`config.mk`:
```
export PLATFORM = sky130hd
export DESIGN_NAME = bb3_fifo
export DESIGN_NICKNAME = d
export VERILOG_FILES = /design/src/rtl/bb3_fifo.sv
export SDC_FILE = /design/constraint.sdc
export NUM_CORES = 1
export LEC_CHECK = 0
export ABC_AREA = 1
export BUFFER_PORTS_ARGS = -buffer_cell sky130_fd_sc_hd__buf_4
export CORE_UTILIZATION = 50
export DETAILED_ROUTE_END_ITERATION = 10
export PLACE_DENSITY = 0.74
export REMOVE_ABC_BUFFERS = 1
export SYNTH_ARGS = -nofsm -noshare
export SYNTH_HDL_FRONTEND = slang
export SYNTH_SLANG_ARGS = --single-unit
```
`constraint.sdc`:
```
create_clock -name clk -period 1.6 [get_ports clk]
set_input_delay 0.08 -clock clk [delete_from_list [all_inputs] [get_ports clk]]
set_output_delay 0.08 -clock clk [all_outputs]
set_load 0.1 [all_outputs]
```
`src/rtl/bb3_fifo.sv`:
```
module bb3_fifo #(
  parameter int WIDTH = 8,
  parameter int DEPTH = 4
) (
  input  logic                       clk,
  input  logic                       rst_n,
  input  logic                       push,
  input  logic [WIDTH-1:0]           push_data,
  input  logic                       pop,
  output logic [WIDTH-1:0]           pop_data,
  output logic                       full,
  output logic                       empty,
  output logic [$clog2(DEPTH+1)-1:0] count
);

  localparam int AW = $clog2(DEPTH);
  localparam int CW = $clog2(DEPTH + 1);

  logic [WIDTH-1:0] slot_r [DEPTH];
  logic [AW-1:0]    wr_ptr_r, wr_ptr_nxt;
  logic [AW-1:0]    rd_ptr_r, rd_ptr_nxt;
  logic [CW-1:0]    count_r, count_nxt;
  logic             do_push, do_pop;

  assign full     = (count_r == CW'(DEPTH));
  assign empty    = (count_r == '0);
  assign count    = count_r;
  assign pop_data = slot_r[rd_ptr_r];
  assign do_push  = push && !full;
  assign do_pop   = pop && !empty;

  // pointer and fill bookkeeping
  always_comb begin
    wr_ptr_nxt = wr_ptr_r;
    rd_ptr_nxt = rd_ptr_r;
    count_nxt  = count_r;
    if (do_push) begin
      wr_ptr_nxt = (32'(wr_ptr_r) == DEPTH - 1) ? '0 : wr_ptr_r + AW'(1);
    end
    if (do_pop) begin
      rd_ptr_nxt = (32'(rd_ptr_r) == DEPTH - 1) ? '0 : rd_ptr_r + AW'(1);
    end
    if (do_push && !do_pop) begin
      count_nxt = count_r + CW'(1);
    end else if (do_pop && !do_push) begin
      count_nxt = count_r - CW'(1);
    end
  end

  always_ff @(posedge clk) begin
    if (!rst_n) begin
      wr_ptr_r <= '0;
      rd_ptr_r <= '0;
      count_r  <= '0;
    end else begin
      wr_ptr_r <= wr_ptr_nxt;
      rd_ptr_r <= rd_ptr_nxt;
      count_r  <= count_nxt;
    end
  end

  // storage
  always_ff @(posedge clk) begin
    if (do_push) begin
      slot_r[wr_ptr_r] <= push_data;
    end
  end

endmodule

```
Word-level counts from Yosys, hierarchy flattened
Memories as Yosys holds them, arrays and structs flattened. A register that Yosys moved wholly into a read port is not among the register bits.
Cells that the tools add are included.
{ "classes": {"order_cmp": 0, "add_sub_neg": 4, "n_div": 0, "n_mux": 8, "bitwise": 0, "n_mul": 0, "n_shift": 0, "n_eq_ne": 3, "n_reduce_logical": 10} }
{ "op_table": {"columns": ["cell", "n"], "rows": [
  ["2-bit two-way mux", 4],
  ["3-bit two-way mux", 2],
  ["2-bit by 1-bit adder with 2-bit output, second input constant", 2],
  ["2-bit equality test, second input constant", 2],
  ["1-bit logical AND", 4],
  ["1-bit logical NOT", 4],
  ["3-bit by 1-bit adder with 3-bit output, second input constant", 1],
  ["3-bit equality test, second input constant", 1],
  ["3-bit logical NOT", 1],
  ["3-bit by 1-bit subtractor with 3-bit output, second input constant", 1],
  ["1-bit two-way mux", 2],
  ["2-bit nonzero test", 1]
]} }
{ "totals": {"in_bits": 12, "out_inout_bits": 13, "rom_bits": 0, "mem_count": 1, "wordCells": 29, "latch_bits": 0, "ramBits": 32, "regBits": 7} }
{ "memory_table": {"columns": ["memory", "words", "width", "rd", "rd_clocked_by_memory_dff", "write_ports", "line_no", "rtl"], "rows": [
  ["slot_r", 4, 8, 1, 1, 1, "19", "logic [WIDTH-1:0] slot_r [DEPTH];"]
]} }

Longest topological paths before layout
{ "logic_depth": {"depth_word": 7, "mapped_depth": 13, "ltp_nobuf": 13} }

Least setup slack after synthesis
OpenSTA, ideal clock, no wires.
{ "synth_path": {"kind": "register -> register", "from": "reg count_r[1], in the netlist count[1]", "to": "reg count_r[2], in the netlist count[2]", "required_ns": 1.490, "n_path_buf": 0, "slack_ns": -0.836, "period_less_slack_ns": 2.436, "t_arrival_ns": 2.326, "stages_incl_launch_ff": 12, "setup_ns": 0.110, "path_cell_list": "dfxtp_1 nor2_1 nand2_1 nand2_2 inv_1 ha_1 inv_1 fa_1 nand2_1 nand4_1 nand2_1 nor2_1"} }
{ "synth_between": {"elab_chain_cells": 6} }
{ "synth_rtl": {"columns": ["element", "line_no", "rtl"], "rows": [
  ["from (decl)", "22", "logic [CW-1:0] count_r, count_nxt;"],
  ["from (signal assigned)", "58", "count_r <= count_nxt;"],
  ["3-bit equality test *", "25", "assign full = (count_r == CW'(DEPTH));"],
  ["1-bit logical NOT *", "29", "assign do_push = push && !full;"],
  ["1-bit logical AND *", "29", null],
  ["named net do_push", "23", "logic do_push, do_pop;"],
  ["1-bit logical NOT", "45", "end else if (do_pop && !do_push) begin"],
  ["1-bit logical AND", "45", null],
  ["2-bit nonzero test (no line)", null, null]
]} }
Mark *: on every way through the listed nets, which the timed path passes. The rest lies on a longest branch. The select of a mux whose other input is x is not followed.
A chain may end at the register's enable or synchronous reset.

Final worst setup path
{ "layout_path": {"from": "reg count_r[1], in the netlist count[1]", "to": "reg count_r[1], in the netlist count[1]"} }
{ "layout_rtl": {"columns": ["element", "line_no", "rtl"], "rows": [
  ["3-bit equality test", "25", null],
  ["1-bit logical NOT", "29", null],
  ["1-bit logical AND", "29", null],
  ["named net do_push", "23", null],
  ["1-bit logical AND", "43", "if (do_push && !do_pop) begin"],
  ["3-bit two-way mux", "43", null],
  ["named net count_nxt[1]", "22", null]
]} }
The timed path passes the listed nets, and every way through them passes these cells. The select of a mux whose other input is x is not followed.

==> metrics.yaml <==
timing:
  finalSetupViolCount: 2
  period_share_pct: 102.7
  holdWs_ns: 0.02518
  report.final.slew_viol_count: 0
  finalCriticalPeriod_ns: 1.643
  final.setup.tns_ns: -0.07959
  final_hold_viol_count: 0
  skew_ns: 0.004517
  fmax_mhz: 608.6
  worst_slack_ns: -0.04313
  tightest_slew_ns: 0.2798
  rsz0062_at_grt: "true"
  slew_headroom_pct: 81.50
floorplan:
  placementRows: 20
  start_util_pct: 54.12
  coreArea_um2: 3128
  io_pins: 25
  dieArea_um2: 3622
  die_y_um: 60.19
  die_w_um: 60.19
worst_setup_path:
  start_kind: "register"
  end_kind: "register"
  path_max_fanout: 2
  rrSetupSlack_ns: -0.04
  r2r-end: "count[1]$_SDFFE_PN0P_"
  worstSetupPathType: "reg2reg"
  r2r_start: "count[1]$_SDFFE_PN0P_"
  worst_ep_required_time_ns: 1.84
  reg2reg_depth: 9
  arrival_ns: 1.88
logic_synthesis:
  netlist_instances: 148
  synth_top_area_share_pct: 56.76
  avgSynthCellArea_um2: 11.44
  synth_top_cell_by_area: "edfxtp_1"
  synth_top_family_by_area: "simple AND/OR/NAND/NOR gates"
  synth_compound_area_share_pct: 9.534
  yosysUniqueCellTypes: 18
  synth_warnings: 0
  syn_area_um2: 1693
  synth-simple-area-share_pct: 11.90
  muxShareOfSynthArea_pct: 0
  yosys_register_bits: 41
  synthXorXnorAreaFrac_pct: 0
  synth_fa_ha_area_share_pct: 5.617
  yosysSeqAreaShare_pct: 67.41
  synth_area_leaders: "edfxtp_1, dfxtp_1, nor2_1"
cells_and_area:
  finish.instance_area_um2: 2258
  layoutNonFillerInstCount: 247
  layout-drive-gt1-share_pct: 33.50
  fillerInstances: 219
  final_nets: 221
  area_growth_pct: 33.41
  n_antenna_cell: 0
worst_hold_path:
  min_from: "push"
  whs_endpoint: "wr_ptr_r[1]$_SDFFE_PN0P_"
  hp-class: "in2reg"
  holdPathStages: 3
routing:
  wl_per_cell_um: 14.28
  wl_um: 3528
  routed_via_density: 5.040
  first_pass_iters: 4
  ant_nets: 0
  first_iter_violations: 46
  num_vias: 1245
  drc: 0
global_routing:
  overflow: 0
  grt_pass1_wl_um: 5154
  use_met2_pct: 35.32
  grtUsageMet3_pct: 7.143
  antenna_found_initial: 0
  grt_max_degree: 17
  track_usage_pct: 20.79
  met1_usage_pct: 21.68
  grt_pass1_vias: 1193
  grt_most_used_layer: "met2"
clock_tree:
  cts.htree.levels: 2
  clock_latency_ns: 0.34
  cts_max_path_buffers: 2
  cts_tree: "built"
  cts-root-buf: "clkbuf_4"
  cts_sinks: 41
  cts_buffers: 5
  cts.reportedPaths.clkPinSlew_ns: 0.10
placed_design:
  dp_cells: 224
  placed_area_um2: 1981
  hpwl_um: 2175
  place.gp.congestion: 0.8004
  io_buffers: 24
run:
  drv_cap: 0
status:
  run_status: "finished with violations"
  failed_checks: "negative setup slack"
## critical path, stage by stage (launching register included)
cell,delay (ns)
dfxtp_2,0.36
nor2_4,0.14
nand2_2,0.08
nand2_2,0.07
inv_1,0.06
ha_4,0.16
inv_2,0.07
fa_2,0.44
o21ai_1,0.13
nor2_1,0.05
## cell families after synthesis
family / after synthesis
and+or+nand+nor: 51
DFF: 41
AOI/OAI and AO/OA: 28
buffers and inverters: 21
adders and majority gates: 7
## synth_stat cells (all sizes together)
cell type / n
a21oi: 2
o22ai: 8
nand3b: 1
nand3: 1
nand4: 1
ha: 6
nor2: 33
fa: 1
edfxtp: 32
o21ai: 18
buf: 2
dfxtp: 9
nand2: 15
inv: 19
## routing by layer
layer	up-vias	part of all wire [%]
met5	-	0
met4	0	3.7
met3	15	5.4
met2	42	52
met1	578	39
li1	610	-
## through the flow
step,setup slack [ns],util (%)
floorplan,-0.8361,-
global placement,-0.004926,63.32
detailed placement,-0.09317,63.32
CTS,-0.01092,69.48
global route,-0.1107,72.20
finish,-0.04313,72.20
## flip-flops by register name, summed over array words and instances (netlist names), named ones only
signal and count:
rd_ptr_r 2, count 3, wr_ptr_r 2, slot_r 32
## how the worst max path moves through the flow
stage,cells after the start,startpoint,slack [ns],end
6_report,9,count[1]$_SDFFE_PN0P_,-0.04,count[1]$_SDFFE_PN0P_
5_1_grt,13,count[1]$_SDFFE_PN0P_,-0.11,count[2]$_SDFFE_PN0P_
4_1_cts,11,count[0]$_SDFFE_PN0P_,-0.01,count[2]$_SDFFE_PN0P_
3_5_place_dp,9,count[1]$_SDFFE_PN0P_,-0.09,count[1]$_SDFFE_PN0P_
3_3_place_gp,12,count[1]$_SDFFE_PN0P_,-0.005,count[2]$_SDFFE_PN0P_
2_1_floorplan,11,count[1]$_SDFFE_PN0P_,-0.84,count[2]$_SDFFE_PN0P_
## repair_timing
| action | 4_1_cts | 5_1_grt |
|---|---|---|
| endpoints found under the hold margin | 37 | 0 |
| hold buffers | 9 | 0 |
| resized for setup | 18 | 20 |
| gates cloned | 0 | 0 |
| pin swaps | 3 | 8 |
| buffers inserted | 2 | 4 |
| endpoints found under the setup margin | 10 | 10 |
## cell type report
| cell class | count | area [um^2] | area share, % |
|---|---|---|---|
| Inverter | 19 | 78.83 | 3.490 |
| Timing Repair Buffer | 49 | 417.9 | 18.50 |
| Sequential cell | 41 | 1152 | 51.03 |
| Clock buffer | 8 | 48.80 | 2.161 |
| Multi-Input combinational cell | 86 | 505.5 | 22.38 |
| Tap cell | 44 | 55.05 | 2.438 |
## cell usage in the layout (no fill, tap or decap), types with 2 or more instances in the layout
cell,n
dlygate4sd3_1,9
nand2_1,8
ha_1,5
inv_1,15
o21ai_0,11
o22ai_1,8
buf_6,8
a21oi_1,2
o21ai_1,4
dfxtp_1,4
dfxtp_4,2
dfxtp_2,3
nor2_1,32
clkbuf_4,5
o21ai_2,3
buf_4,31
nand2_2,6
inv_2,2
clkbuf_1,3
edfxtp_1,32
Power is not shown: default switching activity piles up to over one toggle a cycle in this logic, so the estimate is an artifact.
