## src/rtl/bb3_pkg.sv

```systemverilog
package bb3_pkg;

  localparam int CH_W       = 8;
  localparam int PX_W       = 3 * CH_W;
  localparam int SUM_W      = 12;
  localparam int CNT_W      = 4;
  localparam int FW_W       = 11;
  localparam int FH_W       = 16;
  localparam int CFG_IDX_W  = 1;
  localparam int CFG_DATA_W = 16;
  localparam int CMD_DEPTH  = 4;
  localparam int OUT_DEPTH  = 4;
  localparam int OCC_W      = $clog2(OUT_DEPTH + 1) + 1;

  localparam logic [FW_W-1:0] FW_RESET = FW_W'(640);
  localparam logic [FH_W-1:0] FH_RESET = FH_W'(480);

  localparam logic KIND_PIXEL = 1'b0;
  localparam logic KIND_FLUSH = 1'b1;

  localparam logic [CFG_IDX_W-1:0] CFG_FRAME_WIDTH  = 1'b0;
  localparam logic [CFG_IDX_W-1:0] CFG_FRAME_HEIGHT = 1'b1;

  typedef struct packed {
    logic            kind;
    logic [CH_W-1:0] in_red;
    logic [CH_W-1:0] in_green;
    logic [CH_W-1:0] in_blue;
  } in_item_t;

  typedef struct packed {
    logic [CH_W-1:0] out_red;
    logic [CH_W-1:0] out_green;
    logic [CH_W-1:0] out_blue;
    logic            frame_end;
  } out_item_t;

  typedef struct packed {
    logic            is_flush;
    logic [PX_W-1:0] px;
  } cmd_t;

  typedef struct packed {
    logic             valid;
    logic [SUM_W-1:0] sum_r;
    logic [SUM_W-1:0] sum_g;
    logic [SUM_W-1:0] sum_b;
    logic [CNT_W-1:0] cnt;
    logic             frame_end;
  } sum_t;

endpackage

```

## src/rtl/bb3_div.sv

```systemverilog
module bb3_div (
  input  logic               clk,
  input  logic               rst_n,
  input  bb3_pkg::sum_t      sum,
  output logic               res_push,
  output bb3_pkg::out_item_t res_item,
  output logic               busy
);
  import bb3_pkg::*;

  logic             yv_r;
  logic [SUM_W-1:0] yr_r, yg_r, yb_r;
  logic [CNT_W-1:0] cnt_r;
  logic             fe_r;

  // divide by a neighbour count of 1, 2, 3, 4, 6 or 9
  function automatic logic [CH_W-1:0] div_cnt(input logic [SUM_W-1:0] y,
                                              input logic [CNT_W-1:0] c);
    logic [SUM_W+15:0] prod;
    logic [CH_W-1:0]   q;
    prod = '0;
    q    = y[CH_W-1:0];
    case (c)
      4'd2: q = y[CH_W:1];
      4'd3: begin
        prod = (SUM_W + 16)'(y) * (SUM_W + 16)'(21846);
        q    = prod[23:16];
      end
      4'd4: q = y[CH_W+1:2];
      4'd6: begin
        prod = (SUM_W + 16)'(y[SUM_W-1:1]) * (SUM_W + 16)'(21846);
        q    = prod[23:16];
      end
      4'd9: begin
        prod = (SUM_W + 16)'(y) * (SUM_W + 16)'(7282);
        q    = prod[23:16];
      end
      default: q = y[CH_W-1:0];
    endcase
    return q;
  endfunction

  // half-up rounding: floor((2s+c)/(2c)) = floor((s + c/2) / c)
  always_ff @(posedge clk) begin
    if (!rst_n) begin
      yv_r <= 1'b0;
    end else begin
      yv_r <= sum.valid;
    end
  end

  always_ff @(posedge clk) begin
    yr_r  <= sum.sum_r + SUM_W'(sum.cnt[CNT_W-1:1]);
    yg_r  <= sum.sum_g + SUM_W'(sum.cnt[CNT_W-1:1]);
    yb_r  <= sum.sum_b + SUM_W'(sum.cnt[CNT_W-1:1]);
    cnt_r <= sum.cnt;
    fe_r  <= sum.frame_end;
  end

  assign res_push           = yv_r;
  assign busy               = yv_r;
  assign res_item.out_red   = div_cnt(yr_r, cnt_r);
  assign res_item.out_green = div_cnt(yg_r, cnt_r);
  assign res_item.out_blue  = div_cnt(yb_r, cnt_r);
  assign res_item.frame_end = fe_r;

endmodule

```

## config.mk

```make
export PLATFORM = sky130hd
export DESIGN_NAME = bb3_div
export DESIGN_NICKNAME = d
export VERILOG_FILES = /design/src/rtl/bb3_pkg.sv /design/src/rtl/bb3_div.sv
export SDC_FILE = /design/constraint.sdc
export NUM_CORES = 1
export LEC_CHECK = 0
export ABC_AREA = 1
export BUFFER_PORTS_ARGS = -buffer_cell sky130_fd_sc_hd__buf_2
export CORE_MARGIN = 1.5
export CORE_UTILIZATION = 65
export CTS_CLUSTER_DIAMETER = 60
export DETAILED_ROUTE_END_ITERATION = 8
export GPL_TIMING_DRIVEN = 0
export PLACE_DENSITY = 0.8
export SKIP_CTS_REPAIR_TIMING = 1
export SYNTH_ARGS = -nofsm -noshare
export SYNTH_HDL_FRONTEND = slang
export SYNTH_SLANG_ARGS = --single-unit
```

## constraint.sdc

```tcl
create_clock -name clk -period 6.98 [get_ports clk]
set_input_delay 0.349 -clock clk [delete_from_list [all_inputs] [get_ports clk]]
set_output_delay 0.349 -clock clk [all_outputs]
set_load 0.01 [all_outputs]
```

### Word-level counts from Yosys, hierarchy flattened

Cells that the tools add are included.

| storage, ports and cells | value |
|---|---|
| input port bits | 44 |
| logic and storage cells | 26 |
| bits in latches | 0 |
| bits in read-only memories | 0 |
| memory bits (writable) | 0 |
| output and inout bits | 27 |
| flip-flop bits (word level) | 42 |
| memories | 0 |

| operators by class | value |
|---|---|
| bitwise gates (word level) | 0 |
| shift operators | 0 |
| $mul | 9 |
| reductions and logical operators | 0 |
| $add $sub $neg | 3 |
| equality and inequality tests | 5 |
| div/mod/pow operators | 0 |
| order comparisons | 0 |
| muxes and demuxes | 3 |

Operators with widths:

| operator | number |
|---|---|
| $pmux W8 S5 | 3 |
| $mul A11 B14 Y23 const B | 3 |
| $mul A12 B12 Y23 const B | 3 |
| $mul A12 B14 Y23 const B | 3 |
| $add A12 B3 Y12 | 3 |
| $eq A4 B2 Y1 const B | 2 |
| $eq A4 B3 Y1 const B | 2 |
| $eq A4 B4 Y1 const B | 1 |

### Depth between registers and ports, before layout

| logic depth | value |
|---|---|
| depth after elaboration | 2 |
| gate-level depth with buffers | 24 |
| gate-level depth less buffers | 24 |

### Least setup slack after synthesis

OpenSTA, ideal clock, no wires.

| path | value |
|---|---|
| kind | register to output |
| start point | register yg_r[1] |
| end point | output port res_item[13] (netlist name) |
| cell stages (with the launch flop) | 22 |
| setup slack | 2.120 ns |
| path buffers | 0 |
| required time | 6.631 ns |
| arrival | 4.511 ns |
| cells stage by stage | dfxtp_1 inv_1 fa_1 inv_1 ha_1 inv_1 fa_1 inv_1 fa_1 inv_1 fa_1 inv_1 ha_1 a21o_1 a21oi_1 nor2_1 nor2_1 nand3_1 nand3_1 nand3_1 nor2_1 nand2_1 |

RTL lines:

| what | RTL line | source |
|---|---|---|
| start, declared | bb3_div.sv:12 | `logic [SUM_W-1:0] yr_r, yg_r, yb_r;` |
| start signal, assigned | bb3_div.sv:54 | `yg_r <= sum.sum_g + SUM_W'(sum.cnt[CNT_W-1:1]);` |
| end, declared | bb3_div.sv:6 | `output bb3_pkg::out_item_t res_item,` |

==> metrics.csv <==
metric,value,unit
Pre-antenna DRT Iters,7,
area delta synth->final,4.73,%
Vias,20800,
IO Count,71,
initial antenna violation count,2,
post-DP HPWL,57.8,mm
fin cells,3786,
Worst Setup Path Type,flop to output port,
met2 usage,0.608,
worst slew pin tran,0.924,ns
Synth cell types,43,
die area,0.0359,sq mm
DR iter-0 viols,1697,
setup tns final,0,ns
syn_area_per_cell,6.95,sq um
WL per Instance,17.3,microns
CTS H-Tree Depth,2,
"Slew Viols, Final",0,
Post-DP Area,0.0235,sq mm
# DRC,2,
Core ar.,0.0344,sq mm
crit start category,flop,
Vias/cell,5.50,
failing checks,design-rule violations,
final WL,65.5,mm
first-pass GRT wire length,104,mm
via count of the first global-routing pass,20600,
final core occ,0.689,
Port-buffer cells,70,
RSZ-0062 raised after global routing,false,
Syn Nets,4034,
Critical Path AT,6.13,ns
"most common cell after layout, fill and taps aside",inv_1,
Root Driver,clkbuf_16,
largest net degree at the start of global routing,15,
Most Crowded Layer GR,met2,
CTS tree,built,
post-route cell area,0.0237,sq mm
sequential-to-total area share from yosys stat,0.0372,
WP data required,6.63,ns
setup violators final,0,
Synth Warn #,0,
Placer Congestion,0.988,
status,"complete, but fails checks",
end of the worst hold path,fe_r$_DFF_P_,
nets@finish,4111,
minimum clock period,6.47,ns
Clock Sink Count,42,
GRT Total Usage,0.373,
Final Cycle Share,0.928,
hold path startpoint,sum[0],
share of post-route cells with drive strength above 1,0.0363,
Rows,68,
"FF+latch count, synth",42,
synthesized cell area,0.0226,sq mm
Hold Path Depth,1,
clock slew at the register clock pins of the worst setup and hold paths,0.07,ns
"Hold Vio Cnt, Final",0,
clock buffer depth,2,
Min-Delay Path Class,input port to flop,
GRT Residual Overflow,0,
Syn Inst Count,3252,
starting density of the core,0.658,
crit end category,output port,
width of the die,190,microns
die height,190,microns
Worst slew margin,0.383,
met1 Track Usage GR,0.510,
dpl cells,3777,
met3 usage,0.0638,
"commonest non-fill, non-tap cells in the layout","856 x inv_1, 744 x nand2_1, 471 x ha_1, 267 x fa_1, 256 x nor2_1",
MaxCap Viol Count,0,
Fmax,154,MHz
Worst Path Max Fanout,12,
TritonCTS buffer count,5,
ANT nets after route,0,
[kinds of logic after synthesis]
| family | Yosys count | synth area share |
|---|---|---|
| flip-flops | 42 | 0.0372 |
| buffers and inverters | 877 | 0.148 |
| AND/OR/NAND/NOR | 1312 | 0.243 |
| XOR/XNOR | 40 | 0.0155 |
| adder cells (fa/ha/maj) | 738 | 0.497 |
| AO/OA/AOI/OAI | 243 | 0.0596 |
[worst max path at each step]
stage	start	to	slack (ns)	cells after the start
after floorplan	yg_r[1]$_DFF_P_	res_item[13]	2.12	21
after global placement	yr_r[1]$_DFF_P_	res_item[19]	0.97	22
after detailed placement	yr_r[1]$_DFF_P_	res_item[19]	0.94	22
after CTS	yr_r[1]$_DFF_P_	res_item[19]	0.58	22
after global routing	yr_r[1]$_DFF_P_	res_item[19]	0.18	22
final	yr_r[1]$_DFF_P_	res_item[19]	0.51	22
[worst max-delay path, cell delays in order, from the launching register on]
cell     delay [ns]
dfxtp_1        0.86
inv_1          0.43
fa_1           0.64
inv_1          0.04
ha_1           0.33
inv_1          0.07
fa_1           0.50
inv_1          0.05
fa_1           0.50
inv_1          0.05
fa_1           0.49
inv_1          0.05
ha_1           0.33
a21oi_1        0.28
o21ai_0        0.15
nand2_1        0.08
and2_1         0.13
nand3_1        0.09
nand3_1        0.23
nand2_1        0.10
nor2_1         0.10
nand3_1        0.13
buf_2          0.17
[routing by layer]
layer	part of all wire	wire length, microns
met3	0.079	5160
met4	0.031	2030
met1	0.45	29200
met2	0.44	29100
met5	0.00014	9
[area by class of cell]
class,instances,area [sq um]
Tap cell,455,569
Buffer,19,125
Timing Repair Buffer,70,350
Antenna cell,1,2.50
Clock buffer,5,125
Inverter,858,3230
Sequential cell,42,841
Clock inverter,3,21.3
Multi-Input combinational cell,2333,18400
Fill cell,3000,10700
[synth_stat cells]
library cell / number / share of area
inv_1: 856 / 0.14
nand2_1: 744 / 0.12
ha_1: 471 / 0.26
fa_1: 267 / 0.24
nor2_1: 256 / 0.042
nand3_1: 205 / 0.045
a21oi_1: 142 / 0.031
o21ai_0: 43 / 0.0095
dfxtp_1: 42 / 0.037
nand4_1: 34 / 0.0094
o21bai_1: 31 / 0.010
xnor2_1: 20 / 0.0077
xor2_1: 20 / 0.0077
nor3_1: 19 / 0.0042
nand3b_1: 18 / 0.0060
buf_2: 10 / 0.0022
and2_1: 8 / 0.0022
o22ai_1: 8 / 0.0022
nor2_2: 7 / 0.0019
nor4_1: 7 / 0.0019
buf_4: 6 / 0.0020
nand2_2: 5 / 0.0014
a21o_1: 4 / 0.0013
a21boi_0: 3 / 0.0010
nor2_4: 3 / 0.0015
o21ai_1: 3 / 0.00066
a21oi_2: 2 / 0.00077
nor3b_1: 2 / 0.00066
o21ai_2: 2 / 0.00077
a211oi_1: 1 / 0.00033
a221oi_1: 1 / 0.00039
a31oi_1: 1 / 0.00028
buf_6: 1 / 0.00050
buf_8: 1 / 0.00066
clkbuf_1: 1 / 0.00017
inv_2: 1 / 0.00017
inv_6: 1 / 0.00039
nand4_2: 1 / 0.00055
nor3_4: 1 / 0.00072
o21a_1: 1 / 0.00033
o31ai_1: 1 / 0.00033
or2_2: 1 / 0.00028
or2_4: 1 / 0.00039
[state kept, by name, summed over array words and instances, names as in the netlist]
register  cells
cnt_r         4
fe_r          1
yr_r         12
yg_r         12
yb_r         12
busy          1
[stage by stage]
stage | hold slack, ns | setup slack [ns]
floorplan | 0.377 | 2.12
global placement | 0.455 | 0.966
detailed placement | 0.459 | 0.937
CTS | 0.144 | 0.578
global route | 0.134 | 0.184
finish | 0.144 | 0.506
Power is not shown: default switching activity piles up to over one toggle a cycle in this logic, so the estimate is an artifact.
