`config.mk`:
```
export PLATFORM = sky130hd
export DESIGN_NAME = bb3_front
export DESIGN_NICKNAME = d
export VERILOG_FILES = /design/src/rtl/bb3_pkg.sv /design/src/rtl/bb3_fifo.sv /design/src/rtl/bb3_front.sv
export SDC_FILE = /design/constraint.sdc
export NUM_CORES = 1
export LEC_CHECK = 0
export BUFFER_PORTS_ARGS = -buffer_cell sky130_fd_sc_hd__buf_2
export CELL_PAD_IN_SITES_DETAIL_PLACEMENT = 0
export CELL_PAD_IN_SITES_GLOBAL_PLACEMENT = 1
export CORE_ASPECT_RATIO = 1.1
export CORE_MARGIN = 1
export CORE_UTILIZATION = 49
export DETAILED_ROUTE_END_ITERATION = 8
export PLACE_DENSITY = 0.8
export SETUP_SLACK_MARGIN = 0.1
export SLEW_MARGIN = 5
export SYNTH_ARGS = -nofsm -noshare
export SYNTH_HDL_FRONTEND = slang
export SYNTH_SLANG_ARGS = --single-unit
```
`constraint.sdc`:
```
create_clock -name clk -period 2.96 [get_ports clk]
set_clock_uncertainty 0.15 [all_clocks]
set_input_delay 0.592 -clock clk [delete_from_list [all_inputs] [get_ports clk]]
set_output_delay 0.592 -clock clk [all_outputs]
set_load 0.02 [all_outputs]
```
`src/rtl/bb3_pkg.sv`:
```
package bb3_pkg;

  localparam int CH_W       = 8;
  localparam int PX_W       = 3 * CH_W;
  localparam int SUM_W      = 12;
  localparam int CNT_W      = 4;
  localparam int FW_W       = 11;
  localparam int FH_W       = 16;
  localparam int CFG_IDX_W  = 1;
  localparam int CFG_DATA_W = 16;
  localparam int CMD_DEPTH  = 4;
  localparam int OUT_DEPTH  = 4;
  localparam int OCC_W      = $clog2(OUT_DEPTH + 1) + 1;

  localparam logic [FW_W-1:0] FW_RESET = FW_W'(640);
  localparam logic [FH_W-1:0] FH_RESET = FH_W'(480);

  localparam logic KIND_PIXEL = 1'b0;
  localparam logic KIND_FLUSH = 1'b1;

  localparam logic [CFG_IDX_W-1:0] CFG_FRAME_WIDTH  = 1'b0;
  localparam logic [CFG_IDX_W-1:0] CFG_FRAME_HEIGHT = 1'b1;

  typedef struct packed {
    logic            kind;
    logic [CH_W-1:0] in_red;
    logic [CH_W-1:0] in_green;
    logic [CH_W-1:0] in_blue;
  } in_item_t;

  typedef struct packed {
    logic [CH_W-1:0] out_red;
    logic [CH_W-1:0] out_green;
    logic [CH_W-1:0] out_blue;
    logic            frame_end;
  } out_item_t;

  typedef struct packed {
    logic            is_flush;
    logic [PX_W-1:0] px;
  } cmd_t;

  typedef struct packed {
    logic             valid;
    logic [SUM_W-1:0] sum_r;
    logic [SUM_W-1:0] sum_g;
    logic [SUM_W-1:0] sum_b;
    logic [CNT_W-1:0] cnt;
    logic             frame_end;
  } sum_t;

endpackage

```
`src/rtl/bb3_fifo.sv`:
```
module bb3_fifo #(
  parameter int WIDTH = 8,
  parameter int DEPTH = 4
) (
  input  logic                       clk,
  input  logic                       rst_n,
  input  logic                       push,
  input  logic [WIDTH-1:0]           push_data,
  input  logic                       pop,
  output logic [WIDTH-1:0]           pop_data,
  output logic                       full,
  output logic                       empty,
  output logic [$clog2(DEPTH+1)-1:0] count
);

  localparam int AW = $clog2(DEPTH);
  localparam int CW = $clog2(DEPTH + 1);

  logic [WIDTH-1:0] slot_r [DEPTH];
  logic [AW-1:0]    wr_ptr_r, wr_ptr_nxt;
  logic [AW-1:0]    rd_ptr_r, rd_ptr_nxt;
  logic [CW-1:0]    count_r, count_nxt;
  logic             do_push, do_pop;

  assign full     = (count_r == CW'(DEPTH));
  assign empty    = (count_r == '0);
  assign count    = count_r;
  assign pop_data = slot_r[rd_ptr_r];
  assign do_push  = push && !full;
  assign do_pop   = pop && !empty;

  // pointer and fill bookkeeping
  always_comb begin
    wr_ptr_nxt = wr_ptr_r;
    rd_ptr_nxt = rd_ptr_r;
    count_nxt  = count_r;
    if (do_push) begin
      wr_ptr_nxt = (32'(wr_ptr_r) == DEPTH - 1) ? '0 : wr_ptr_r + AW'(1);
    end
    if (do_pop) begin
      rd_ptr_nxt = (32'(rd_ptr_r) == DEPTH - 1) ? '0 : rd_ptr_r + AW'(1);
    end
    if (do_push && !do_pop) begin
      count_nxt = count_r + CW'(1);
    end else if (do_pop && !do_push) begin
      count_nxt = count_r - CW'(1);
    end
  end

  always_ff @(posedge clk) begin
    if (!rst_n) begin
      wr_ptr_r <= '0;
      rd_ptr_r <= '0;
      count_r  <= '0;
    end else begin
      wr_ptr_r <= wr_ptr_nxt;
      rd_ptr_r <= rd_ptr_nxt;
      count_r  <= count_nxt;
    end
  end

  // storage
  always_ff @(posedge clk) begin
    if (do_push) begin
      slot_r[wr_ptr_r] <= push_data;
    end
  end

endmodule

```
`src/rtl/bb3_front.sv`:
```
module bb3_front (
  input  logic              clk,
  input  logic              rst_n,
  input  logic              in_push,
  input  bb3_pkg::in_item_t in_item,
  output logic              in_full,
  input  logic              cmd_pop,
  output bb3_pkg::cmd_t     cmd,
  output logic              cmd_empty
);
  import bb3_pkg::*;

  cmd_t                           cmd_in;
  logic [$clog2(CMD_DEPTH+1)-1:0] cmd_count;

  // classify the beat: flush ticks carry a black pixel
  always_comb begin
    cmd_in.is_flush = (in_item.kind == KIND_FLUSH);
    cmd_in.px       = cmd_in.is_flush ? '0 :
                      {in_item.in_red, in_item.in_green, in_item.in_blue};
  end

  bb3_fifo #(
    .WIDTH ($bits(cmd_t)),
    .DEPTH (CMD_DEPTH)
  ) u_cmd_q (
    .clk       (clk),
    .rst_n     (rst_n),
    .push      (in_push),
    .push_data (cmd_in),
    .pop       (cmd_pop),
    .pop_data  (cmd),
    .full      (in_full),
    .empty     (cmd_empty),
    .count     (cmd_count)
  );

endmodule

```
; ---- After elaboration in Yosys (flattened, before gate mapping)
; Memories as Yosys holds them, arrays and structs flattened. A register that Yosys moved wholly into a read port is not among the register bits.
; Cells that the tools add are included.
[totals]
register_bits = 7
mem_count = 1
elab_cells = 30
inputBits = 29
mem_bits_rw = 100
[mem_list]
columns = name, words, width, rd, rd_ports_with_merged_regs, wr, line
row1 = u_cmd_q.slot_r, 4, 25, 1, 1, 1, bb3_fifo.sv:19  ; logic [WIDTH-1:0] slot_r [DEPTH];
[op_classes]
muxes = 9
addsub = 4
n_eq_ne = 3
reduce_logical = 10
[op_table]
columns = cell, count
row1 = $mux W24, 1
row2 = $mux W2, 4
row3 = $mux W3, 2
row4 = $add A2 B1 Y2 const B, 2
row5 = $eq A2 B2 Y1 const B, 2
row6 = $logic_and A1 B1 Y1, 4
row7 = $logic_not A1 Y1, 4
row8 = $add A3 B1 Y3 const B, 1
row9 = $eq A3 B3 Y1 const B, 1
row10 = $logic_not A3 Y1, 1
row11 = $sub A3 B1 Y3 const B, 1
row12 = $mux W1, 2
row13 = $reduce_bool A2 Y1, 1

; ---- Depth between registers and ports, before layout
; Gate-level depths: netlist of the first run.
[depth]
ltp_word = 7
mapped_depth = 9

; ---- Cells and area by module
; A second synthesis of the first run with hierarchy kept.
[hier_totals]
cells_unflattened = 208
hier_area_um2 = 4344.2
[modules_own_cells]
columns = module, seq_area_each_um2, area_per_inst_um2, cells_per_inst, n_inst
row1 = bb3_fifo, 3183.1, 4131.5, 182, 1
row2 = bb3_front, 0.0, 212.7, 26, 1

; ---- Least setup slack after synthesis of the first run
; Ideal clock, no wire load.
[synth_timing]
path_type = flip-flop to flip-flop
from = reg u_cmd_q.count_r[0], in the netlist u_cmd_q.count[0]
to = reg u_cmd_q.count_r[2], in the netlist u_cmd_q.count[2]
arrival_time_ns = 2.035
setup_slack_ns = 0.699
setup_time_ns = 0.076
stages_incl_launch_ff = 8
path_cell_list = dfxtp_1 > o31ai_1 > ha_1 > inv_1 > fa_1 > xor2_1 > or3_1 > a21boi_0
[synth_between]
elab_chain_len = 6
[synth_lines]
columns = element, line
row1 = from (decl), bb3_fifo.sv:22  ; logic [CW-1:0] count_r, count_nxt;
row2 = from (signal assigned), bb3_fifo.sv:58  ; count_r <= count_nxt;
row3 = "parallel branches: the longest is 6 deep, another holds $sub A3 B1 Y3", --
; Parallel ways; which one is timed is not known. The select of a mux whose other input is x is not followed.
; A chain may end at the register's enable or synchronous reset.

==> impl_results.md, run 1 <==
* Status: finished, final reports clean
* Antenna violations before repair at 0
* Final Core Density at 57.8%
* CTS tree: built
* Worst-path maximum fanout at 12
* Worst-path cell with the longest stage delay: sky130_fd_sc_hd__dfxtp_2
* Crit path largest cell delay at 0.58 ns
* Biggest area contributors in the synthesized netlist: sky130_fd_sc_hd__edfxtp_1 70%, sky130_fd_sc_hd__mux4_2 11%, sky130_fd_sc_hd__dfxtp_1 4.2%, sky130_fd_sc_hd__nor2b_1 3.8%, sky130_fd_sc_hd__mux4_1 3.1%
* Number of remaining DRC errors at 0
* N_diodes at 0
* Vias in the first global route at between 2000 and 2500
* Wire length reported by the detailed router at 6.89 mm
* Switching Power at 1.18 mW
* Cells traversed along the worst timing path: buf_4 > mux4_1 > buf_2
* Critical path start-end classification: reg2out
* Cts-stage hold buffer count at 0
* First-pass detailed-route iteration total at 4
* Post-DRT Antenna Nets at 0
* Footprint of the flip-flops and latches at 0.00318 mm^2
* Clock sink count at 109
* Max clock buf depth at 2
* Final hold violation count at 0
* Setup-failing EPs final at 0
* Min Hold Slack at 0.365 ns
* Worst min path class: reg2reg
* Portion of total power attributed to sequential cells at 50.2%
* Number of flops mapped to enable cells by yosys at 100
* Number of max-cap violations at 0
* Die width at about 91 um
* Placement Cell Area at 0.00469 mm^2
* Layout overhead on the synthesized area at 13.9%
* Post-DR wirelength/cell at ~18 um
* Effective utilization at floorplan at 50.7%
* Cell total after placement at 373
* Total I/O pin count at 56
* Final GP Congestion at 0.694
* Cell type with the largest total area after synthesis: sky130_fd_sc_hd__edfxtp_1
* Max Clock Freq at around 0.37 GHz
* Detail-routed via count per cell at 5.21
* Overall Power at 3.94 mW
* CP top delay family: flip-flops
* Fillcell total at 650
* Finished Cell Area at 0.00489 mm^2
* Number of synthesized register bits at 109
* DR vias at 2028
* Worst slew pin tran at 0.607 ns
* First-pass GRT wire length at 11.0 mm
* Clock transition at the register clock pins on the worst setup and hold paths after CTS at 0.09 ns
* Number of standard-cell rows in the floorplan at 35
* Area of the core at 0.00845 mm^2
* Layout cells sized above 1 at a little over a third
* Async set-or-reset flop fraction in the synthesized netlist at 0%
* Die outline area at 0.00913 mm^2
* Starting DRT DRC Count at 162
* Clock latency on the worst-skew pair at around 0.38 ns
* TritonCTS Buffers at 9
* Finished Layout Cells at 389
* Share of power burned in the clock network at 22.7%
* Total routing usage reported by global routing at 16.9%
* Final setup TNS at 0 ns
* Period utilization at 90.9%
* Sequential element share of the synthesized area at between 70% and 80%
* Time the final worst path needs with I/O delays and setup at 2.69 ns
* Warning count from the yosys run at 0
* Worst Path Arrival at 1.95 ns
* Pin count of the biggest net entering global routing at 29
* Syn_nets at 244
* Number of distinct standard cells referenced by the synthesized netlist at 26
* Highest ir drop seen on vdd at about 0.44 mV
* Aggregate global routing overflow at 0
* CP Buf/Inv Count at 2
* Power Internal at 2.76 mW
* Proportion of power drawn by combinational gates at a little over a quarter
* Relative slew margins at 59.5%
* Setup ws final at about 0.27 ns
* Kind of start point of the critical path: register
* Count of buffers from port buffering at 55
* Average size of a mapped cell at 20.6 um^2
* Master cell of the clock root buffer: sky130_fd_sc_hd__clkbuf_8
* Dpl hpwl at 4.05 mm
* Die boundary height at 100 um
* Total count of max-transition violations in the final report at 0
* Data required, critical path at ~2.2 ns
* Cells after synthesis at about 210
* Top cell type's share of synthesized area at 70.0%
* Total standard cell area after synthesis at 0.00429 mm^2
* Multi-input gate area at 0.00101 mm^2
* Leakage power total at between 1.5 and 2 nW
* Pwr per Cell Area at 807 mW/mm^2
* Number of nets in the layout at 309
* Minimum setup slack after placement at 0.478 ns
* CTS H-Tree Depth at 3
* Critical Path Sink Type: primary output
* Top flip-flop cell by instance count after synthesis: sky130_fd_sc_hd__edfxtp_1
* Switching Share at 29.9%
* Gates resized, CTS repair at 0
* RSZ-0062 raised after global routing: false
* Number of setup buffers added after CTS at 0
-- worst reg2reg max path: cells and delay by family (launching register included) --
family                   cells  cell delay [ns]
adder cells (fa/ha/maj)      2             0.66
AO/OA/AOI/OAI                2             0.68
flip-flops                   1             0.38
AND/OR/NAND/NOR              1             0.30
buffers and inverters        1             0.06
XOR/XNOR                     1             0.17
-- layout make-up --
class	instances	share of cell area, %
Clock buffer	10	2.61
Clock inverter	6	1.41
Inverter	3	0.230
Multi-Input combinational cell	86	20.7
Sequential cell	109	65.2
Tap cell	111	2.84
Timing Repair Buffer	64	7.02
-- sequential cells by signal, indices dropped and copies added (netlist names), named ones only --
register          cells
u_cmd_q.rd_ptr_r      2
u_cmd_q.wr_ptr_r      2
u_cmd_q.slot_r      100
u_cmd_q.count         3
-- cell usage after synthesis (2+ instances only) --
cell type	n
sky130_fd_sc_hd__edfxtp_1	100
sky130_fd_sc_hd__nor2b_1	26
sky130_fd_sc_hd__mux4_2	20
sky130_fd_sc_hd__dfxtp_1	9
sky130_fd_sc_hd__ha_1	6
sky130_fd_sc_hd__nand2_1	6
sky130_fd_sc_hd__and2_1	5
sky130_fd_sc_hd__mux4_1	5
sky130_fd_sc_hd__buf_2	3
sky130_fd_sc_hd__clkbuf_1	3
sky130_fd_sc_hd__inv_1	3
sky130_fd_sc_hd__mux2i_1	3
sky130_fd_sc_hd__o21ai_0	3
sky130_fd_sc_hd__buf_12	2
sky130_fd_sc_hd__nand3_1	2
sky130_fd_sc_hd__nor2_1	2
-- power groups by stage --
stage	combinational (mW)	sequential, mW	clock (mW)
after CTS	1.09	1.99	0.910
final	1.07	1.98	0.897
after detailed placement	1.08	2.02	0
after global routing	1.15	2.01	0.978
after floorplan	0.842	1.97	0
after global placement	1.08	2.01	0
-- layer usage --
layer	up-vias	share of wire [%]	GRT usage, %
li1	952	-	-
met1	1019	43	21.2
met2	45	51	27.1
met3	12	4.3	5.45
met4	0	2.2	7.57
met5	-	0	0
-- cells in the final DEF, fill, tap and decap left out, drive strengths merged, types with 5 or more instances in the layout --
master  Yosys  final
clkbuf      4     10
nor2b      26     26
dfxtp       9      9
inv         3      6
edfxtp    100    100
and2        5      5
nand2       6      6
buf         6     64
mux4       25     25
ha          6      6
-- path summary, 6_finish.rpt --
check                                                      start                          endpoint  slack [ns]  depth (start not counted)
worst min register to register  u_cmd_q.wr_ptr_r[1]$_SDFFE_PN0P_  u_cmd_q.wr_ptr_r[1]$_SDFFE_PN0P_        0.36                          2
worst max-delay path                                    register                           cmd[22]        0.27                          3
worst max register to register     u_cmd_q.count[0]$_SDFFE_PN0P_     u_cmd_q.count[2]$_SDFFE_PN0P_        0.51                          7
worst min-delay path            u_cmd_q.wr_ptr_r[1]$_SDFFE_PN0P_  u_cmd_q.wr_ptr_r[1]$_SDFFE_PN0P_        0.36                          2
-- logic make-up after synthesis --
kind of cell / count (synthesis) / synth area share, %
muxes: 28 / 14.3
and+or+nand+nor: 44 / 6.01
buffers and inverters: 13 / 2.19
DFF: 109 / 74.2
xor gates and xnor gates: 2 / 0.408
AOI/OAI and AO/OA: 5 / 0.700
adders and majority gates: 7 / 2.22
(Power assumes the default switching activity.)
==> inputs of run 2 (changes only) <==
Settings changed: CORE_ASPECT_RATIO 1.1 to not set.
==> run 2 against run 1 <==
Compared with the run above:
- global-route usage is 0.30 points lower
- design area is 0.56% higher
- worst hold slack hardly changed
- die area hardly changed
- power is 1.0% lower
- final cell count is 1.0% lower
- wire length is 3.0% lower
- clock-buffer cell count stayed put
- via count is 0.89% lower
- clock power is 5.9% lower
- combinational power hardly changed
- first-iteration DRC count is 34% lower
==> impl_results.md, run 2 (synthesis results as in run 1) <==
* Minimum setup slack after placement at 0.491 ns (was 0.478 ns)
* Die width at 95.6 um (was 91.2 um)
* Die boundary height at 95.6 um (was 100 um)
* CTS tree: built (unchanged)
* Leading cell type in the layout, fill and taps excluded: sky130_fd_sc_hd__edfxtp_1 (unchanged)
* Period utilization at 87.8% (was 90.9%)
* Pin count of the biggest net entering global routing at 29 (unchanged)
* Critical path start-end classification: reg2out (unchanged)
* Worst Path Arrival at 1.86 ns (was 1.95 ns)
* Overall Power at 3.90 mW (was 3.94 mW)
* Detail-routed via count per cell at 5.22 (was 5.21)
* Number of standard-cell rows in the floorplan at 33 (was 35)
* Post-DRT Antenna Nets at 0 (unchanged)
* Max clock buf depth at 2 (unchanged)
* Wire length reported by the detailed router at 6.68 mm (was 6.89 mm)
* Leakage power total at 1.73 nW (was 1.72 nW)
* Vias in the first global route at 2076 (was 2086)
* Crit path largest cell delay at 0.57 ns (was 0.58 ns)
* Status: finished, final reports clean (unchanged)
* Data required, critical path at 2.22 ns (about the same)
* Setup-failing EPs final at 0 (unchanged)
* Worst slew pin tran at 0.615 ns (was 0.607 ns)
* Worst-path cell with the longest stage delay: sky130_fd_sc_hd__mux4_1 (was sky130_fd_sc_hd__dfxtp_2)
* Post-DR wirelength/cell at 17.3 um (was 17.7 um)
* Worst min path class: reg2reg (unchanged)
* Time the final worst path needs with I/O delays and setup at 2.60 ns (was 2.69 ns)
* Setup ws final at 0.361 ns (was 0.270 ns)
* Layout overhead on the synthesized area at 14.6% (was 13.9%)
* Worst-path maximum fanout at 19 (was 12)
* Final setup TNS at 0 ns (unchanged)
* Dpl hpwl at 4.33 mm (was 4.05 mm)
* Cts-stage hold buffer count at 0 (unchanged)
* Die outline area at 0.00913 mm^2 (about the same)
* Number of remaining DRC errors at 0 (unchanged)
* Number of nets in the layout at 311 (was 309)
* Master cell of the clock root buffer: sky130_fd_sc_hd__clkbuf_8 (unchanged)
* Final GP Congestion at 0.670 (was 0.694)
* Total routing usage reported by global routing at 16.6% (was 16.9%)
* DR vias at 2010 (was 2028)
* Cells traversed along the worst timing path: buf_12 > mux4_1 > buf_2 (was buf_4 > mux4_1 > buf_2)
* Layout cells sized above 1 at 36.8% (was 36.3%)
* First-pass GRT wire length at 10.5 mm (was 11.0 mm)
* Placement Cell Area at 0.00472 mm^2 (was 0.00469 mm^2)
* Area of the core at 0.00834 mm^2 (was 0.00845 mm^2)
* Highest ir drop seen on vdd at 0.373 mV (was 0.441 mV)
* CP top delay family: multiplexers (was flip-flops)
* Reg-to-reg setup timing slack at 0.51 ns (about the same)
* Clock transition at the register clock pins on the worst setup and hold paths after CTS at 0.09 ns (about the same)
* Kind of start point of the critical path: register (unchanged)
* Relative slew margins at 59.0% (was 59.5%)
* Cell total after placement at 369 (was 373)
* RSZ-0062 raised after global routing: false (unchanged)
* Largest register FFs at 100 (unchanged)
* CP Buf/Inv Count at 2 (unchanged)
* Antenna violations before repair at 0 (unchanged)
* Total count of max-transition violations in the final report at 0 (unchanged)
* Starting DRT DRC Count at 107 (was 162)
* Number of max-cap violations at 0 (unchanged)
* Critical Path Sink Type: primary output (unchanged)
* Finished Cell Area at 0.00491 mm^2 (was 0.00489 mm^2)
* Max Clock Freq at 0.385 GHz (was 0.372 GHz)
* Final hold violation count at 0 (unchanged)
* Finished Layout Cells at 385 (was 389)
* Count of buffers from port buffering at 55 (unchanged)
* TritonCTS Buffers at 9 (unchanged)
* Number of setup buffers added after CTS at 0 (unchanged)
* Effective utilization at floorplan at 51.4% (was 50.7%)
* Most frequent cells in the layout: 100 x sky130_fd_sc_hd__edfxtp_1, 55 x sky130_fd_sc_hd__buf_2, 26 x sky130_fd_sc_hd__nor2b_1 (unchanged)
* Pwr per Cell Area at 795 mW/mm^2 (was 807 mW/mm^2)
* Clock sink count at 109 (unchanged)
* Clock latency on the worst-skew pair at 0.35 ns (was 0.38 ns)
* Total I/O pin count at 56 (unchanged)
* First-pass detailed-route iteration total at 4 (unchanged)
* Aggregate global routing overflow at 0 (unchanged)
* Register containing the most flip-flops in the final layout: u_cmd_q.slot_r (unchanged)
* N_diodes at 0 (unchanged)
* Gates resized, CTS repair at 0 (unchanged)
* CTS H-Tree Depth at 3 (unchanged)
==> run 2: changes by cell type in the layout (fill, tap and decap cells not counted), sizes merged <==
cell and delta:
clkinvlp +1, inv -3, buf +2, clkinv +2
==> run 2: through the flow <==
| stage | hold slack (ns) | utilization (%) |
|---|---|---|
| 2_1_floorplan | 0.318 | - |
| 3_3_place_gp | 0.332 | 56.6 |
| 3_5_place_dp | 0.354 | 56.6 |
| 4_1_cts | 0.367 | 58.9 |
| 5_1_grt | 0.403 | 58.9 |
| 6_report | 0.365 | 58.9 |
==> run 2: power by group <==
| group | total (mW) | switching (mW) | internal, mW |
|---|---|---|---|
| combinational | 1.09 | 0.595 | 0.493 |
| sequential | 1.97 | 0.0879 | 1.88 |
| clock | 0.844 | 0.454 | 0.390 |
==> run 2: area by class of cell <==
cell class	instances	area [um^2]
sequential	109	3180
clock inverter	6	63.8
timing repair buffer	66	383
inverter	3	11.3
clock buffer	10	128
fill	653	3430
tap	105	131
multi-input combinational	86	1010
==> run 2: worst paths after layout <==
path,end,start,depth (start not counted)
worst min-delay path,u_cmd_q.wr_ptr_r[1]$_SDFFE_PN0P_,u_cmd_q.wr_ptr_r[1]$_SDFFE_PN0P_,2
worst min register to register,u_cmd_q.wr_ptr_r[1]$_SDFFE_PN0P_,u_cmd_q.wr_ptr_r[1]$_SDFFE_PN0P_,2
worst max-delay path,cmd[24],register,3
worst max register to register,u_cmd_q.count[2]$_SDFFE_PN0P_,u_cmd_q.count[0]$_SDFFE_PN0P_,7
==> run 2: tightest hold or removal path, cell delays in order (launching register included) <==
cell                      delay [ns]
sky130_fd_sc_hd__dfxtp_1        0.35
sky130_fd_sc_hd__nand2_1        0.07
sky130_fd_sc_hd__mux2i_1        0.05
==> run 2: layer usage <==
metal	global-route usage [%]	part of all wire, %	vias up
met5	0	0	-
met4	5.22	0.81	0
met3	5.26	4.5	4
met2	29.2	54	47
met1	19.3	41	1007
li1	-	-	952
